`src/rtl/gsp_pkg.sv`:
```
// Package with shared constants, types and command codes of the shortest path engine.
package gsp_pkg;
  localparam int NumVerts = 16;
  localparam int VIdxW = 4;
  localparam int WeightW = 16;
  localparam int DistW = 20;

  localparam logic [2:0] KindAddVertex = 3'd0;
  localparam logic [2:0] KindRemVertex = 3'd1;
  localparam logic [2:0] KindAddEdge   = 3'd2;
  localparam logic [2:0] KindRemEdge   = 3'd3;
  localparam logic [2:0] KindSolve     = 3'd4;

  localparam logic [1:0] StatOk       = 2'd0;
  localparam logic [1:0] StatNoVertex = 2'd1;
  localparam logic [1:0] StatPresent  = 2'd2;
  localparam logic [1:0] StatRefused  = 2'd3;

  typedef struct packed {
    logic       latch_in;
    logic       do_cmd;
    logic       sol_init;
    logic       sel_clear;
    logic       sel_step;
    logic       settle;
    logic       rlx_step;
    logic [VIdxW-1:0] idx;
    logic       out_load;
    logic       out_cmd;
    logic       out_last;
  } cmd_t;

  typedef struct packed {
    logic       found;
    logic       ok_exists;
    logic [2:0] kind;
  } stat_t;
endpackage

```
`src/rtl/gsp_ctrl.sv`:
```
// Controller state machine of the shortest path engine.
module gsp_ctrl (
  input  logic           clk_i,
  input  logic           rst_ni,
  input  logic           in_valid_i,
  output logic           in_stall_o,
  output logic           out_valid_o,
  input  logic           out_stall_i,
  input  gsp_pkg::stat_t stat_i,
  output gsp_pkg::cmd_t  cmd_o
);
  import gsp_pkg::*;

  localparam logic [2:0] StIdle = 3'd0;
  localparam logic [2:0] StDec  = 3'd1;
  localparam logic [2:0] StSel  = 3'd2;
  localparam logic [2:0] StRlx  = 3'd3;
  localparam logic [2:0] StOut  = 3'd4;
  localparam logic [2:0] StWait = 3'd5;

  logic [2:0] state_q, state_d;
  logic [VIdxW:0] cnt_q, cnt_d;
  logic ov_q, ov_d;
  logic free;

  assign free = !ov_q || !out_stall_i;
  assign in_stall_o = state_q != StIdle;
  assign out_valid_o = ov_q;

  always_comb begin
    state_d = state_q;
    cnt_d = cnt_q;
    ov_d = ov_q && out_stall_i;
    cmd_o = '0;
    cmd_o.idx = cnt_q[VIdxW-1:0];
    case (state_q)
      StIdle: if (in_valid_i) begin
        cmd_o.latch_in = 1'b1;
        state_d = StDec;
      end
      StDec: if (stat_i.kind > KindSolve) begin
        state_d = StIdle;
      end else if (stat_i.kind == KindSolve && stat_i.ok_exists) begin
        cmd_o.sol_init = 1'b1;
        cmd_o.sel_clear = 1'b1;
        cnt_d = '0;
        state_d = StSel;
      end else if (free) begin
        cmd_o.do_cmd = 1'b1;
        cmd_o.out_load = 1'b1;
        cmd_o.out_cmd = 1'b1;
        cmd_o.out_last = 1'b1;
        ov_d = 1'b1;
        state_d = StIdle;
      end
      StSel: begin
        cmd_o.sel_step = 1'b1;
        cnt_d = cnt_q + 1'b1;
        if (cnt_q == (VIdxW+1)'(NumVerts-1)) begin
          cnt_d = '0;
          state_d = StWait;
        end
      end
      StWait: begin
        cnt_d = '0;
        if (stat_i.found) begin
          cmd_o.settle = 1'b1;
          state_d = StRlx;
        end else state_d = StOut;
      end
      StRlx: begin
        cmd_o.rlx_step = 1'b1;
        cnt_d = cnt_q + 1'b1;
        if (cnt_q == (VIdxW+1)'(NumVerts)) begin
          cmd_o.rlx_step = 1'b0;
          cmd_o.sel_clear = 1'b1;
          cnt_d = '0;
          state_d = StSel;
        end
      end
      StOut: if (free) begin
        cmd_o.out_load = 1'b1;
        cmd_o.out_last = cnt_q == (VIdxW+1)'(NumVerts-1);
        ov_d = 1'b1;
        cnt_d = cnt_q + 1'b1;
        if (cnt_q == (VIdxW+1)'(NumVerts-1)) state_d = StIdle;
      end
      default: state_d = StIdle;
    endcase
  end

  always_ff @(posedge clk_i or negedge rst_ni) begin
    if (!rst_ni) begin
      state_q <= StIdle;
      cnt_q <= '0;
      ov_q <= 1'b0;
    end else begin
      state_q <= state_d;
      cnt_q <= cnt_d;
      ov_q <= ov_d;
    end
  end
endmodule

```
`config.mk`:
```
export PLATFORM = sky130hd
export DESIGN_NAME = gsp_ctrl
export DESIGN_NICKNAME = d
export VERILOG_FILES = /design/src/rtl/gsp_pkg.sv /design/src/rtl/gsp_ctrl.sv
export SDC_FILE = /design/constraint.sdc
export NUM_CORES = 1
export LEC_CHECK = 0
export ABC_AREA = 0
export BUFFER_PORTS_ARGS = -buffer_cell sky130_fd_sc_hd__buf_2
export CORE_MARGIN = 3
export CORE_UTILIZATION = 35
export CTS_CLUSTER_SIZE = 30
export DETAILED_ROUTE_END_ITERATION = 8
export SLEW_MARGIN = 30
export SYNTH_ARGS = -nofsm -noshare
export SYNTH_HDL_FRONTEND = slang
export SYNTH_SLANG_ARGS = --single-unit
```
`constraint.sdc`:
```
create_clock -name clk_i -period 2 [get_ports clk_i]
set_clock_uncertainty 0.1 [all_clocks]
set_input_delay 0.2 -clock clk_i [delete_from_list [all_inputs] [get_ports clk_i]]
set_output_delay 0.2 -clock clk_i [all_outputs]
set_load 0.05 [all_outputs]
```
==> impl_metrics.ini <==
[detailed_routing]
drt_iter0_drc = 11
antenna_left = 0
vias = 764
dr.pass1.iters = 4
via_per_inst = 5.13
drt_wl_total_um = 1970
drc = 0
wl_per_cell_um = 13.2

[die]
die_h_um = 53.9
die_w_um = 53.9
start_util_pct = 39.0
num_rows = 16
die-area_um2 = 2910
core-area_um2 = 2060
io-pin-count = 25

[sta]
finalCriticalPeriod_ns = 1.95
fin_crit_sh_pct = 97.7
max_freq_mhz = 512
slew_violations = 0
hold_violations = 0
maxSlewHeadroom_pct = 76.3
tightestPinTransition_ns = 0.356
setup_viol = 0
fin_tns_setup_ns = 0

[cts]
htreeDepth = 1
cts_tree = built
insertion_delay_ns = 0.27
clockRootBuffer = clkbuf_4
cts_buffers = 3
clkSinkCount = 9
clockBufferDepth = 2
clkTransAtPathRegs_ns = 0.06

[synthesis]
syn_area_per_cell_um2 = 9.04
synth_flop_cell = dfrtp_1
yosys_warnings = 0
yosys.area_share.adder_pct = 6.22
synth-xor-area-share_pct = 1.09
synth_top_family_by_area = compound AO/OA/AOI/OAI gates
syn-num-nets = 102
syn_inst = 89
synthArstFlopShare_pct = 100
synth_mux_area_share_pct = 6.84
ys_types = 39
synthTopCellsByArea = dfrtp_1 28%, ha_1 6.2%, mux2i_1 5.0%
synth-edff-count = 0
yosys.area.top_type = dfrtp_1
ys_ff_latch = 9
netlist.area_leader.share_pct = 28.0
yosys.area_share.simple_pct = 22.6
syn-cell-area_um2 = 805
seq_area_frac_synth_pct = 28.0
synth_compound_area_share_pct = 24.6

[global_routing]
grt_max_degree = 12
grt_pass1_vias = 690
grt_pass1_wl_um = 3000
grt_util_all_layers_pct = 14.2
grt-ovfl-total = 0
antenna_found_initial = 0

[final_layout]
final_nets = 136
drive_gt1_share_pct = 51.6
syn_to_final_growth_pct = 36.5
fin_util_pct = 53.3
layout_commonest_cell = buf_2
diodes = 0
final_cell_mix = 19 x buf_2, 14 x buf_4, 9 x dfrtp_1
final_cell_area_um2 = 1100
fillers = 192

[placed_design]
routabilityCongestion = 0.779
placed_cell_area_um2 = 960
io_buffers = 24
place_hpwl_um = 1420

[power_and_ir_drop]
pwr-share-clk_pct = 8.5
cellPowerDensity_nw_per_um2 = 1540
ir_drop_v = 0.000669
power_frac_seq_pct = 19.9
p_leak_nw = 0.509
p_switching_uw = 926
sw_frac_of_total_pct = 54.7
p_comb_share_pct = 71.6
p_int_uw = 768

[setup_path]
reg2reg_from = cnt_q[0]
crit_fanout = 4
worstSetupPathType = reg2out
cpPeakStageDelay_ns = 0.39
rrSetupSlack_ns = 0.09
r2r_cells = 8
required_ns = 1.70
cpMaxStageDelayCell = dfrtp_1
worstSetupStartpointType = flop
r2r_end = cnt_q[2]
cp_top_family = simple AND/OR/NAND/NOR gates
path_cells = inv_2 -> ha_2 -> and4bb_2 -> nor3_4 -> buf_6
crit_arrival_ns = 1.65
critical_path_buf_inv_count = 2
cp-end-kind = primary output

[job]
max-cap-violations = 0

[min_path]
holdPathStages = 2
hp-class = in2reg
hp-start = stat_i[4]
whs_endpoint = state_q[2]

[status]
status = finished, final reports clean
==> cells in the mapped netlist (all sizes together), types with 2 or more instances <==
master and n:
a21boi 2, a21oi 6, and4bb 2, buf 8, dfrtp 9, ha 4
inv 9, mux2i 4, nand2 3, nand2b 4, nand3 3, nor2 8
nor3 2, o211ai 3, o21ai 3, o22ai 4, o2bb2ai 2, o311ai 2
or3 2
==> registers in the layout, indices dropped and copies added (netlist names) <==
name         cells
out_valid_o      1
state_q          3
cnt_q            5
==> area by class of cell <==
class / instances / area (µm²) / area share [%]
Timing Repair Buffer: 37 / 240 / 21.9
Inverter: 9 / 33.8 / 3.08
Sequential cell: 9 / 225 / 20.5
Multi-Input combinational cell: 63 / 539 / 49.1
Clock buffer: 4 / 26.3 / 2.39
Tap cell: 27 / 33.8 / 3.08
==> cell families after synthesis <==
group	count (synthesis)
AO/OA/AOI/OAI	25
XOR/XNOR	1
adder cells (fa/ha/maj)	4
buffers and inverters	17
flip-flops	9
multiplexers	5
AND/OR/NAND/NOR	28
==> worst register-to-register path, delay by kind of cell (launching register included) <==
kind,cells,cell delay [ns]
simple gates,2,0.57
flops,1,0.39
compound gates,2,0.26
buf+inv,3,0.33
fa+ha+maj,1,0.17
==> power by group through the flow <==
stage / Clock [mW] / Combinational, mW / Sequential [mW]
after floorplan: 0 / 0.868 / 0.332
after global placement: 0 / 1.05 / 0.327
after detailed placement: 0 / 1.06 / 0.327
after CTS: 0.148 / 1.08 / 0.326
after global routing: 0.155 / 1.31 / 0.351
final: 0.143 / 1.21 / 0.337
==> through the flow <==
stage	instances	total power [mW]	hold slack [ns]	setup slack, ns
2_1_floorplan	89	1.20	-0.196	0.0486
3_3_place_gp	136	1.38	-0.0329	0.203
3_5_place_dp	136	1.38	-0.0310	0.162
4_1_cts	141	1.55	0.0436	0.0135
5_1_grt	149	1.81	0.0391	-0.0277
6_report	149	1.69	0.0524	0.0466
==> routing by layer <==
| layer | vias to the layer above | global-route usage [%] | routed length (µm) |
|---|---|---|---|
| met3 | 4 | 4.99 | 107 |
| met2 | 22 | 21.0 | 927 |
| met5 | - | 0 | 0 |
| li1 | 385 | - | - |
| met4 | 0 | 3.83 | 21 |
| met1 | 353 | 19.4 | 910 |
==> how the worst max path moves through the flow <==
stage,slack (ns),cells past startpoint,end,start
CTS,0.01,5,cmd_o[7],cnt_q[0]
detailed placement,0.16,7,cmd_o[0],cnt_q[1]
finish,0.05,5,cmd_o[7],cnt_q[0]
global route,-0.03,5,cmd_o[7],cnt_q[0]
floorplan,0.05,4,cmd_o[2],state_q[0]
global placement,0.20,7,cmd_o[0],cnt_q[0]
==> timing repair <==
action / 4_1_cts / 5_1_grt
endpoints found under the setup margin: 3 / 5
hold buffers: 1 / 0
pin swaps: 0 / 3
endpoints found under the hold margin: 9 / 0
buffers inserted: 0 / 8
resized for setup: 6 / 11
Power figures use the tool's default switching activity.
